===== config.mk =====
export PLATFORM = sky130hd
export DESIGN_NAME = gait_phase_generator_flat
export DESIGN_NICKNAME = d
export VERILOG_FILES = /design/src/hdl/gpg_pkg.sv /design/src/hdl/gpg_if.sv /design/src/hdl/gait_phase_generator.sv /design/src/flat_wrapper.sv
export SDC_FILE = /design/constraint.sdc
export NUM_CORES = 2
export LEC_CHECK = 0
export ABC_AREA = 1
export BUFFER_PORTS_ARGS = -buffer_cell sky130_fd_sc_hd__buf_2
export CAP_MARGIN = 30
export CORE_UTILIZATION = 32
export DETAILED_ROUTE_END_ITERATION = 6
export PLACE_DENSITY = 0.44
export RECOVER_POWER = 100
export SETUP_SLACK_MARGIN = 0.5
export SYNTH_ARGS = -nofsm -noshare
export SYNTH_HDL_FRONTEND = slang
export SYNTH_SLANG_ARGS = --single-unit

===== constraint.sdc =====
create_clock -name clk -period 15.2 [get_ports clk]
set_input_delay 0 -clock clk [delete_from_list [all_inputs] [get_ports clk]]
set_output_delay 0 -clock clk [all_outputs]
set_load 0.005 [all_outputs]

===== src/hdl/gpg_pkg.sv =====
`timescale 1ns / 1ps

package gpg_pkg;

  // Leg count and index width
  localparam int LEGS  = 4;
  localparam int LEG_W = (LEGS > 1) ? $clog2(LEGS) : 1;

  // Field widths
  localparam int TIME_W  = 32;
  localparam int PER_W   = 24;
  localparam int RATIO_W = 16;
  localparam int BIAS_W  = 17;
  localparam int PHASE_W = 16;
  localparam int MODE_W  = 2;
  localparam int FRAC_W  = 16;
  localparam int FULL_W  = PER_W + FRAC_W;
  localparam int MUL_W   = PER_W + BIAS_W;

  // Divider step counts
  localparam int MOD_STEPS = TIME_W;
  localparam int DIV_STEPS = PHASE_W;
  localparam int CNT_W     = $clog2(MOD_STEPS);

  // Fixed-point constants
  localparam logic [BIAS_W-1:0]  BIAS_ONE   = BIAS_W'(1) << FRAC_W;
  localparam logic [PHASE_W-1:0] PHASE_HALF = PHASE_W'(1) << (PHASE_W - 1);

  // Gait modes
  localparam logic [MODE_W-1:0] MODE_WAVE   = 2'd0;
  localparam logic [MODE_W-1:0] MODE_SWING  = 2'd1;
  localparam logic [MODE_W-1:0] MODE_STANCE = 2'd2;
  localparam logic [MODE_W-1:0] MODE_HOLD   = 2'd3;

  // Actions
  localparam logic ACT_COMPUTE = 1'b0;
  localparam logic ACT_RESTART = 1'b1;

  // Configuration map
  localparam int ADDR_W    = 5;
  localparam int REG_IDX_W = 3;
  localparam int DATA_W    = 32;
  localparam logic [REG_IDX_W-1:0] REG_PERIOD = 3'd0;
  localparam logic [REG_IDX_W-1:0] REG_RATIO  = 3'd1;
  localparam logic [REG_IDX_W-1:0] REG_BIAS0  = 3'd2;
  localparam logic [REG_IDX_W-1:0] REG_BIAS1  = 3'd3;
  localparam logic [REG_IDX_W-1:0] REG_BIAS2  = 3'd4;
  localparam logic [REG_IDX_W-1:0] REG_BIAS3  = 3'd5;

  // Register reset values
  localparam logic [PER_W-1:0]   PERIOD_RST = 24'd500000;
  localparam logic [RATIO_W-1:0] RATIO_RST  = 16'd32768;
  localparam logic [BIAS_W-1:0]  BIAS0_RST  = 17'd0;
  localparam logic [BIAS_W-1:0]  BIAS1_RST  = 17'd32768;
  localparam logic [BIAS_W-1:0]  BIAS2_RST  = 17'd32768;
  localparam logic [BIAS_W-1:0]  BIAS3_RST  = 17'd0;

  typedef logic [PHASE_W-1:0] phase_t;

  // Sequencer states
  typedef enum logic [3:0] {
    ST_IDLE,
    ST_SP_MUL,
    ST_MOD,
    ST_LEG_MUL,
    ST_LEG_SUM,
    ST_LEG_CMP,
    ST_LEG_DIV,
    ST_APPLY
  } gpg_state_t;

endpackage


===== src/hdl/gpg_if.sv =====
`timescale 1ns / 1ps

// Input item channel
interface gpg_item_if;
  import gpg_pkg::*;
  logic              valid;
  logic              ready;
  logic              action;
  logic [MODE_W-1:0] gait_mode;
  logic [TIME_W-1:0] now_us;

  modport source (output valid, action, gait_mode, now_us, input ready);
  modport sink   (input valid, action, gait_mode, now_us, output ready);
endinterface

// Result item channel
interface gpg_result_if;
  import gpg_pkg::*;
  logic               valid;
  logic               ready;
  logic [PHASE_W-1:0] phase_leg0;
  logic [PHASE_W-1:0] phase_leg1;
  logic [PHASE_W-1:0] phase_leg2;
  logic [PHASE_W-1:0] phase_leg3;
  logic [3:0]         contact_mask;

  modport source (output valid, phase_leg0, phase_leg1, phase_leg2, phase_leg3,
                  contact_mask, input ready);
  modport sink   (input valid, phase_leg0, phase_leg1, phase_leg2, phase_leg3,
                  contact_mask, output ready);
endinterface


===== src/hdl/gait_phase_generator.sv =====
`timescale 1ns / 1ps
// Channel   Kind          Payload
// item      valid/ready   action, gait_mode, now_us
// result    valid/ready   phase_leg0..3, contact_mask
// config    APB write/rd  period_us, stance_ratio, bias_leg0..3
//
// In a wave item, one shared restoring divider step unit runs 32 steps for
// elapsed mod period, then 16 quotient steps per leg, with one shared 24x17
// multiplier ahead of each leg. A compute item takes this path whenever the
// requested or the committed mode is wave; every other item (restart included)
// goes straight to the update state.
// Reset is synchronous; it restores the register defaults and the gait state.
// The block takes one item at a time; a result waiting on result.ready holds
// only the final update, and the next item is accepted meanwhile.

module gait_phase_generator (
  input  logic                       clk,
  input  logic                       rst,
  gpg_item_if.sink                   item,
  gpg_result_if.source               result,
  input  logic                       psel,
  input  logic                       penable,
  input  logic                       pwrite,
  input  logic [gpg_pkg::ADDR_W-1:0] paddr,
  input  logic [gpg_pkg::DATA_W-1:0] pwdata,
  output logic [gpg_pkg::DATA_W-1:0] prdata,
  output logic                       pready
);
  import gpg_pkg::*;

  // Configuration registers
  logic [PER_W-1:0]   period_us;
  logic [RATIO_W-1:0] stance_ratio;
  logic [BIAS_W-1:0]  bias_leg0, bias_leg1, bias_leg2, bias_leg3;

  // Gait state
  logic [TIME_W-1:0] start_time;
  logic [MODE_W-1:0] committed_mode;
  phase_t            old_phase  [LEGS];
  phase_t            last_phase [LEGS];
  logic [LEGS-1:0]   old_contact, pending_switch, last_contact;

  // Item latch and datapath
  gpg_state_t        state, state_next;
  logic              act_r;
  logic [MODE_W-1:0] mode_r;
  logic [TIME_W-1:0] now_r;
  logic [TIME_W-1:0] elapsed;
  logic [PER_W-1:0]  e_mod;
  logic [FULL_W-1:0] sp, prod, r_val, rem, den;
  logic              stance_r;
  logic [PHASE_W-1:0] quo;
  logic [CNT_W-1:0]  cnt;
  logic [LEG_W-1:0]  leg;
  phase_t            wave_phase [LEGS];
  logic [LEGS-1:0]   wave_contact;
  logic              out_valid;

  // Control
  logic in_ready, accept, need_wave, out_free, apply_fire, mod_last, div_last;

  // Shared arithmetic
  logic [PER_W-1:0]    per;
  logic [FULL_W-1:0]   full;
  logic [BIAS_W-1:0]   bias_raw, bias_sat, mul_b;
  logic [MUL_W-1:0]    mul_out;
  logic                bit_in, ge;
  logic [FULL_W:0]     rem_sh, step_diff, sub_diff;
  logic [FULL_W-1:0]   rem_new, r_calc;

  // Update results
  logic [TIME_W-1:0] start_next;
  logic [MODE_W-1:0] committed_next;
  phase_t            old_phase_next  [LEGS];
  phase_t            last_phase_next [LEGS];
  logic [LEGS-1:0]   old_contact_next, pending_next, last_contact_next;

  // Output padding
  phase_t     phase_pad [4];
  logic [3:0] contact_pad;

  // ---------------- configuration port ----------------
  assign pready = 1'b1;

  // Write registers on the access phase
  always_ff @(posedge clk) begin
    if (rst) begin
      period_us    <= PERIOD_RST;
      stance_ratio <= RATIO_RST;
      bias_leg0    <= BIAS0_RST;
      bias_leg1    <= BIAS1_RST;
      bias_leg2    <= BIAS2_RST;
      bias_leg3    <= BIAS3_RST;
    end else if (psel && penable && pwrite && pready) begin
      unique case (paddr[ADDR_W-1:2])
        REG_PERIOD: period_us    <= pwdata[PER_W-1:0];
        REG_RATIO:  stance_ratio <= pwdata[RATIO_W-1:0];
        REG_BIAS0:  bias_leg0    <= pwdata[BIAS_W-1:0];
        REG_BIAS1:  bias_leg1    <= pwdata[BIAS_W-1:0];
        REG_BIAS2:  bias_leg2    <= pwdata[BIAS_W-1:0];
        REG_BIAS3:  bias_leg3    <= pwdata[BIAS_W-1:0];
        default: ;
      endcase
    end
  end

  // Read back
  always_comb begin
    unique case (paddr[ADDR_W-1:2])
      REG_PERIOD: prdata = DATA_W'(period_us);
      REG_RATIO:  prdata = DATA_W'(stance_ratio);
      REG_BIAS0:  prdata = DATA_W'(bias_leg0);
      REG_BIAS1:  prdata = DATA_W'(bias_leg1);
      REG_BIAS2:  prdata = DATA_W'(bias_leg2);
      REG_BIAS3:  prdata = DATA_W'(bias_leg3);
      default:    prdata = '0;
    endcase
  end

  // ---------------- sequencer ----------------
  assign accept    = item.valid && in_ready;
  assign need_wave = (item.action == ACT_COMPUTE) &&
                     ((item.gait_mode == MODE_WAVE) ||
                      ((item.gait_mode != committed_mode) && (committed_mode == MODE_WAVE)));
  assign out_free  = !out_valid || result.ready;
  assign mod_last  = (cnt == CNT_W'(MOD_STEPS - 1));
  assign div_last  = (cnt == CNT_W'(DIV_STEPS - 1));

  always_ff @(posedge clk) begin
    if (rst) state <= ST_IDLE;
    else     state <= state_next;
  end

  // Next state
  always_comb begin
    state_next = state;
    unique case (state)
      ST_IDLE: begin
        if (accept) state_next = need_wave ? ST_SP_MUL : ST_APPLY;
      end
      ST_SP_MUL:  state_next = ST_MOD;
      ST_MOD: begin
        if (mod_last) state_next = ST_LEG_MUL;
      end
      ST_LEG_MUL: state_next = ST_LEG_SUM;
      ST_LEG_SUM: state_next = ST_LEG_CMP;
      ST_LEG_CMP: state_next = ST_LEG_DIV;
      ST_LEG_DIV: begin
        if (div_last) begin
          state_next = (leg == LEG_W'(LEGS - 1)) ? ST_APPLY : ST_LEG_MUL;
        end
      end
      ST_APPLY: begin
        if (out_free) state_next = ST_IDLE;
      end
      default: state_next = ST_IDLE;
    endcase
  end

  // Sequencer outputs
  always_comb begin
    in_ready   = 1'b0;
    bit_in     = 1'b0;
    apply_fire = 1'b0;
    unique case (state)
      ST_IDLE:    in_ready = 1'b1;
      ST_MOD:     bit_in = elapsed[TIME_W-1];
      ST_APPLY:   apply_fire = out_free;
      default: ;
    endcase
  end

  assign item.ready = in_ready;

  // ---------------- shared arithmetic ----------------
  assign per  = (period_us == '0) ? PER_W'(1) : period_us;
  assign full = {per, FRAC_W'(0)};

  // Pick the bias of the current leg and saturate it at one
  always_comb begin
    case (4'(leg))
      4'd0:    bias_raw = bias_leg0;
      4'd1:    bias_raw = bias_leg1;
      4'd2:    bias_raw = bias_leg2;
      4'd3:    bias_raw = bias_leg3;
      default: bias_raw = '0;
    endcase
    bias_sat = (bias_raw > BIAS_ONE) ? BIAS_ONE : bias_raw;
  end

  // One multiplier for the stance span and each leg's bias offset
  assign mul_b   = (state == ST_SP_MUL) ? BIAS_W'(stance_ratio) : bias_sat;
  assign mul_out = MUL_W'(per) * MUL_W'(mul_b);

  // One restoring divider step: shift in a bit, subtract when it fits
  assign rem_sh    = {rem, bit_in};
  assign step_diff = rem_sh - {1'b0, den};
  assign ge        = !step_diff[FULL_W];
  assign rem_new   = ge ? step_diff[FULL_W-1:0] : rem_sh[FULL_W-1:0];

  // Fold the bias offset back into one period
  assign sub_diff = {1'b0, e_mod, FRAC_W'(0)} - {1'b0, prod};
  assign r_calc   = sub_diff[FULL_W] ? (sub_diff[FULL_W-1:0] + full) : sub_diff[FULL_W-1:0];

  // Datapath registers
  always_ff @(posedge clk) begin
    unique case (state)
      ST_IDLE: begin
        if (accept) begin
          act_r   <= item.action;
          mode_r  <= item.gait_mode;
          now_r   <= item.now_us;
          elapsed <= item.now_us - start_time;
        end
      end
      ST_SP_MUL: begin
        sp  <= mul_out[FULL_W-1:0];
        rem <= '0;
        den <= FULL_W'(per);
        cnt <= '0;
      end
      ST_MOD: begin
        rem     <= rem_new;
        elapsed <= elapsed << 1;
        cnt     <= cnt + 1'b1;
        if (mod_last) begin
          e_mod <= rem_new[PER_W-1:0];
          leg   <= '0;
        end
      end
      ST_LEG_MUL: prod  <= mul_out[FULL_W-1:0];
      ST_LEG_SUM: r_val <= r_calc;
      ST_LEG_CMP: begin
        stance_r <= (r_val < sp);
        rem      <= (r_val < sp) ? r_val : (r_val - sp);
        den      <= (r_val < sp) ? sp : (full - sp);
        cnt      <= '0;
      end
      ST_LEG_DIV: begin
        rem <= rem_new;
        quo <= {quo[PHASE_W-2:0], ge};
        cnt <= cnt + 1'b1;
        if (div_last) begin
          wave_phase[leg]   <= {quo[PHASE_W-2:0], ge};
          wave_contact[leg] <= stance_r;
          leg               <= leg + 1'b1;
        end
      end
      default: ;
    endcase
  end

  // ---------------- gait state update ----------------
  always_comb begin
    last_phase_next   = last_phase;
    last_contact_next = last_contact;
    old_phase_next    = old_phase;
    old_contact_next  = old_contact;
    pending_next      = pending_switch;
    committed_next    = committed_mode;
    start_next        = start_time;
    if (act_r == ACT_RESTART) begin
      start_next       = now_r;
      old_contact_next = '0;
      for (int i = 0; i < LEGS; i++) old_phase_next[i] = PHASE_HALF;
      committed_next   = MODE_SWING;
      pending_next     = '0;
    end else begin
      // Drive the requested mode's output
      case (mode_r)
        MODE_WAVE: begin
          last_phase_next   = wave_phase;
          last_contact_next = wave_contact;
        end
        MODE_SWING: begin
          for (int i = 0; i < LEGS; i++) last_phase_next[i] = PHASE_HALF;
          last_contact_next = '0;
        end
        MODE_STANCE: begin
          for (int i = 0; i < LEGS; i++) last_phase_next[i] = PHASE_HALF;
          last_contact_next = '1;
        end
        default: ;
      endcase
      // Track the committed mode while a switch is requested
      if (mode_r != committed_mode) begin
        if (pending_switch == '0) pending_next = '1;
        case (committed_mode)
          MODE_WAVE: begin
            old_phase_next   = wave_phase;
            old_contact_next = wave_contact;
          end
          MODE_SWING: begin
            for (int i = 0; i < LEGS; i++) old_phase_next[i] = PHASE_HALF;
            old_contact_next = '0;
          end
          MODE_STANCE: begin
            for (int i = 0; i < LEGS; i++) old_phase_next[i] = PHASE_HALF;
            old_contact_next = '1;
          end
          default: ;
        endcase
        // Swing and stance swap all legs at once
        if (mode_r == MODE_STANCE && committed_mode == MODE_SWING) begin
          old_contact_next = '1;
        end else if (mode_r == MODE_SWING && committed_mode == MODE_STANCE) begin
          old_contact_next = '0;
        end
      end
      // Release agreeing legs, hold the others on the old output
      if (pending_next != '0) begin
        for (int i = 0; i < LEGS; i++) begin
          if (last_contact_next[i] == old_contact_next[i]) begin
            pending_next[i] = 1'b0;
          end else begin
            last_contact_next[i] = old_contact_next[i];
            last_phase_next[i]   = old_phase_next[i];
          end
        end
        if (pending_next == '0) committed_next = mode_r;
      end
    end
  end

  // Commit the update when the result slot is free
  always_ff @(posedge clk) begin
    if (rst) begin
      start_time     <= '0;
      committed_mode <= MODE_SWING;
      old_contact    <= '0;
      pending_switch <= '0;
      last_contact   <= '0;
      for (int i = 0; i < LEGS; i++) begin
        old_phase[i]  <= PHASE_HALF;
        last_phase[i] <= PHASE_HALF;
      end
    end else if (apply_fire) begin
      start_time     <= start_next;
      committed_mode <= committed_next;
      old_contact    <= old_contact_next;
      pending_switch <= pending_next;
      last_contact   <= last_contact_next;
      old_phase      <= old_phase_next;
      last_phase     <= last_phase_next;
    end
  end

  // ---------------- result channel ----------------
  always_ff @(posedge clk) begin
    if (rst)               out_valid <= 1'b0;
    else if (apply_fire)   out_valid <= 1'b1;
    else if (result.ready) out_valid <= 1'b0;
  end

  // Pad the leg outputs to four
  always_comb begin
    for (int i = 0; i < 4; i++) begin
      phase_pad[i]   = (i < LEGS) ? last_phase[i % LEGS] : '0;
      contact_pad[i] = (i < LEGS) ? last_contact[i % LEGS] : 1'b0;
    end
  end

  assign result.valid        = out_valid;
  assign result.phase_leg0   = phase_pad[0];
  assign result.phase_leg1   = phase_pad[1];
  assign result.phase_leg2   = phase_pad[2];
  assign result.phase_leg3   = phase_pad[3];
  assign result.contact_mask = contact_pad;

  // ---------------- assertions ----------------
  // An accepted item moves the sequencer out of idle
  a_busy_after_accept: assert property (@(posedge clk) disable iff (rst)
    accept |=> (state != ST_IDLE))
    else $error("sequencer idle right after an accepted item");

  // A new result appears only out of the update state
  a_result_from_apply: assert property (@(posedge clk) disable iff (rst)
    $rose(out_valid) |-> $past(state == ST_APPLY))
    else $error("result raised outside the update state");

  // The partial remainder stays below the divisor on every step
  a_rem_below_den: assert property (@(posedge clk) disable iff (rst)
    (state == ST_MOD || state == ST_LEG_DIV) |-> (rem < den))
    else $error("divider remainder not below divisor");

endmodule


===== src/flat_wrapper.sv =====
// flat-port wrapper written by rule: the top's interface ports become plain ports
module gait_phase_generator_flat import gpg_pkg::*;
  (clk, rst, psel, penable, pwrite, paddr, pwdata, prdata, pready, item_valid, item_action, item_gait_mode, item_now_us, item_ready, result_valid, result_phase_leg0, result_phase_leg1, result_phase_leg2, result_phase_leg3, result_contact_mask, result_ready);
  gpg_item_if item_i ();
  gpg_result_if result_i ();
  input  logic clk;
  input  logic rst;
  input  logic psel;
  input  logic penable;
  input  logic pwrite;
  input  logic [gpg_pkg::ADDR_W-1:0] paddr;
  input  logic [gpg_pkg::DATA_W-1:0] pwdata;
  output logic [gpg_pkg::DATA_W-1:0] prdata;
  output logic pready;
  input wire logic [$bits(item_i.valid)-1:0] item_valid;
  input wire logic [$bits(item_i.action)-1:0] item_action;
  input wire logic [$bits(item_i.gait_mode)-1:0] item_gait_mode;
  input wire logic [$bits(item_i.now_us)-1:0] item_now_us;
  output wire logic [$bits(item_i.ready)-1:0] item_ready;
  output wire logic [$bits(result_i.valid)-1:0] result_valid;
  output wire logic [$bits(result_i.phase_leg0)-1:0] result_phase_leg0;
  output wire logic [$bits(result_i.phase_leg1)-1:0] result_phase_leg1;
  output wire logic [$bits(result_i.phase_leg2)-1:0] result_phase_leg2;
  output wire logic [$bits(result_i.phase_leg3)-1:0] result_phase_leg3;
  output wire logic [$bits(result_i.contact_mask)-1:0] result_contact_mask;
  input wire logic [$bits(result_i.ready)-1:0] result_ready;
  assign item_i.valid = item_valid;
  assign item_i.action = item_action;
  assign item_i.gait_mode = item_gait_mode;
  assign item_i.now_us = item_now_us;
  assign item_ready = item_i.ready;
  assign result_valid = result_i.valid;
  assign result_phase_leg0 = result_i.phase_leg0;
  assign result_phase_leg1 = result_i.phase_leg1;
  assign result_phase_leg2 = result_i.phase_leg2;
  assign result_phase_leg3 = result_i.phase_leg3;
  assign result_contact_mask = result_i.contact_mask;
  assign result_i.ready = result_ready;
  gait_phase_generator u_core (.clk(clk), .rst(rst), .item(item_i), .result(result_i), .psel(psel), .penable(penable), .pwrite(pwrite), .paddr(paddr), .pwdata(pwdata), .prdata(prdata), .pready(pready));
endmodule

==> summary.txt <==
FP Rows: 152
Combinational family with the most area after synthesis: simple AND/OR/NAND/NOR gates
Clock buffer depth: 3
Shortest period the worst path allows: 11.36 ns
Run status: finished, violations left
Routed WL: 230000 um
Gp weighted congestion: 0.964
Portion of total power attributed to the clock network: 0.202
Max rail drop VDD: 0.0000934 V
Sum of buffers and inverters on the critical path: 9
Count of endpoints failing setup in the final report: 0
P_int: 5.09 mW
Commonest cells in the netlist: sky130_fd_sc_hd__nand2_1 (1867), sky130_fd_sc_hd__inv_1 (1162), sky130_fd_sc_hd__a21oi_1 (713)
DR vias: 51.3k
Maximum fanout along the worst path: 66
Mean cell area of the mapped netlist: 7.39 sq um
Post-CTS setup buffer count: 0
Setup crit start kind: flop
Portion of netlist area occupied by mux cells: 0
Total of warnings raised by yosys: 0
Setup ws final: 3.84 ns
Relative contribution of sequential cells to total power: 0.271
LEAKAGE: 26.9 nW
Fraction of layout instances using a drive strength above 1: 0.0413
Fraction of power consumed by combinational cells: 0.527
Cell at the root of the clock tree: sky130_fd_sc_hd__clkbuf_16
Most instantiated library cell after synthesis: sky130_fd_sc_hd__nand2_1
Slowest-stage cell, CP: sky130_fd_sc_hd__clkbuf_1
Slew of the pin with the lowest slew margin: 4.35 ns
CTS clock-pin slew for the worst setup and hold paths: 0.06 ns
Final number of hold-violating endpoints: 0
Largest cells by area after synthesis: sky130_fd_sc_hd__edfxtp_1 (21%), sky130_fd_sc_hd__nand2_1 (13%), sky130_fd_sc_hd__fa_1 (12%)
Remaining max-slew budget at the tightest pin: -1.90
Switch share: 0.481
Initial Utilization: 0.323
Family with the most delay on the worst path: buffers and inverters
Count of unique library cells instantiated by Yosys: 55
Post-synthesis compound-gate area fraction: 0.147
Number of cells after detailed placement: 9790
Number of synthesized register bits: 668
Worst Setup Path Type: flop to flop
Number of top-level design ports: 182
Portion of synthesized cell area occupied by the leading cell type: 0.206
Post-Route Skew: 0.0778 ns
Portion of the clock cycle consumed by the worst path in the final layout: 0.747
Detail Route Antenna Nets: 0
Power Total: 9.81 mW
Post-Place Setup Slack: 5.65 ns
Synthesis-to-layout area growth: 11.7%
Total DRC errors in the routed layout: 0
Most common cell type on the critical path: sky130_fd_sc_hd__inv_1
Power density of the placed cells: 158 mW/mm^2
Cell area after layout: 0.0622 sq mm
Number of clock sinks: 668
Arrival time reported for the critical path endpoint: 11.81 ns
Post-synthesis cell count: 7530
Number of global-route vias before repair: 50.0k
Maxcap violations: 40
Cell accounting for the most synthesized area: sky130_fd_sc_hd__edfxtp_1
Core area: 0.172 sq mm
Primary FF master, synth: sky130_fd_sc_hd__edfxtp_1
Failing checks: max-capacitance violations, max-slew violations
Fmax: 88.0 MHz
Synth Area in Simple Gates: 0.226
Sum Neg Setup Slack: 0 ns
CTS tree: yes
Area share of xor/xnor cells in the synthesized design: 0.0252
CTS Buf Count: 82
Antenna violations before repair: 7
Number of port buffers: 162
Count of flip-flops with a built-in enable after synthesis: 382
Final-layout fill cell count: 18.7k
Slowest Stage Delay on Critical Path: 1.74 ns
H-tree levels: 3
Placement-stage cell area: 0.0590 sq mm
Sequential area share after synthesis: 0.309
Fin nets: 8379
Routed wire per std cell: 22.9 um
Class of the worst hold path: primary input to flop
Unrepaired setup endpoints after global routing: false
Post-Syn Area: 0.0557 sq mm
Critical Path RT: 15.65 ns
DIE AREA: 0.176 sq mm
Switching power: 4.72 mW
Final-report max-slew violation count: 1474
HPWL after DPL: 177000 um
Drt first-iter violations: 4110
Maximum number of pins on one net before global-route repair: 102
Critical Path Sink Type: flop
Skew-Pair Late Insertion Delay: 0.72 ns
Tot GR Track Use: 0.259
Die extent in x: 419 um
# resized after CTS: 0
Global-route wire length before repair: 336000 um
Post-detailed-route via-to-cell ratio: 5.10
GR Overflow Total: 0
Height of the chip: 419 um
Count of non-filler cells in the finished layout: 10.0k
Adder-cell share of the synthesized area: 0.189
DRT Pass-1 Iters: 6
Async set-reset flop share out of synthesis: 0
sequential cells by signal, indices dropped and copies added (netlist names), 24 cells and up:
register           flops
u_core.period_us      24
u_core.start_time     32
u_core.e_mod          24
u_core.sp             40
u_core.wave_phase     64
u_core.now_r          32
u_core.r_val          40
u_core.prod           40
u_core.den            40
u_core.rem            40
u_core.old_phase      64
u_core.elapsed        32
timing repair:
action	4_1_cts	5_1_grt
hold buffers	93	0
endpoints found under the hold margin	241	0
endpoints found under the setup margin	0	0
power groups by stage:
stage / clock network, mW / logic (mW) / registers (mW)
after detailed placement: 0 / 5.13 / 2.68
after global routing: 2.10 / 5.75 / 2.68
after floorplan: 0 / 3.42 / 2.54
after CTS: 2.03 / 5.19 / 2.64
final: 1.98 / 5.17 / 2.66
after global placement: 0 / 5.12 / 2.68
placed cells by master (no fill, tap or decap), types with 12 or more instances in the layout:
cell type / synthesis / final
sky130_fd_sc_hd__nor2_1: 626 / 622
sky130_fd_sc_hd__or2_2: 32 / 32
sky130_fd_sc_hd__dlygate4sd3_1: 0 / 93
sky130_fd_sc_hd__o21a_1: 13 / 13
sky130_fd_sc_hd__xor2_1: 93 / 93
sky130_fd_sc_hd__a21oi_1: 713 / 713
sky130_fd_sc_hd__clkbuf_1: 209 / 143
sky130_fd_sc_hd__o21ai_0: 543 / 559
sky130_fd_sc_hd__dfxtp_1: 286 / 280
sky130_fd_sc_hd__o22ai_1: 28 / 28
sky130_fd_sc_hd__nand4_1: 82 / 82
sky130_fd_sc_hd__clkinv_2: 0 / 12
sky130_fd_sc_hd__buf_2: 39 / 79
sky130_fd_sc_hd__and2_0: 3 / 24
sky130_fd_sc_hd__clkbuf_16: 0 / 85
sky130_fd_sc_hd__nand2_2: 10 / 13
sky130_fd_sc_hd__nand2_1: 1867 / 1863
sky130_fd_sc_hd__nor4_1: 18 / 18
sky130_fd_sc_hd__nor3_1: 41 / 41
sky130_fd_sc_hd__nand3_1: 295 / 296
sky130_fd_sc_hd__buf_4: 20 / 28
sky130_fd_sc_hd__inv_1: 1162 / 1168
sky130_fd_sc_hd__nand3b_1: 27 / 27
sky130_fd_sc_hd__ha_1: 310 / 309
sky130_fd_sc_hd__fa_1: 332 / 332
sky130_fd_sc_hd__a21o_1: 20 / 20
sky130_fd_sc_hd__a31oi_1: 35 / 35
sky130_fd_sc_hd__edfxtp_1: 382 / 382
sky130_fd_sc_hd__xnor2_1: 67 / 67
sky130_fd_sc_hd__o211ai_1: 16 / 16
sky130_fd_sc_hd__clkinv_1: 11 / 23
sky130_fd_sc_hd__o21bai_1: 26 / 26
sky130_fd_sc_hd__a22oi_1: 77 / 77
logic make-up (layout without fill, tap and decap cells):
logic type      count (synthesis)  count (layout)
simple gates                 3058            3058
compound gates               1521            1521
buf+inv                      1479            1666
flops                         668             668
fa+ha+maj                     642             642
xor+xnor                      160             160
other cells                     2              17
per-stage QoR:
stage / hold WS (ns) / utilization
after floorplan: 0.0989 / -
after global placement: 0.206 / 0.341
after detailed placement: 0.206 / 0.342
after CTS: 0.00323 / 0.363
after global routing: 0.0867 / 0.361
final: 0.0952 / 0.361
per-layer routing:
metal | up-vias | global-route usage | part of all wire
met3 | 266 | 0.0276 | 0.053
met4 | 4 | 0.0767 | 0.030
met5 | - | 0 | 0.00010
li1 | 24600 | - | -
met1 | 25000 | 0.356 | 0.46
met2 | 1440 | 0.425 | 0.46
worst paths after layout:
path,start,end,slack [ns],cells after the start
max,u_core.state[0],u_core.prod[26],3.84,30
min,item_now_us[22],u_core.now_r[22],0.1,2
max reg2reg,u_core.state[0],u_core.prod[26],3.84,30
min reg2reg,u_core.start_time[28],u_core.start_time[28],0.45,2
final cells by class:
type,instances,area [sq um],area share
antenna,8,20.0,0.000322
sequential,668,17200,0.276
clock inverter,37,379,0.00609
timing repair buffer,330,2180,0.0351
inverter,1186,4450,0.0716
clock buffer,113,2310,0.0372
tap,2310,2890,0.0465
multi-input combinational,5390,32800,0.527
Note: power is estimated with default switching activity, not from simulation.
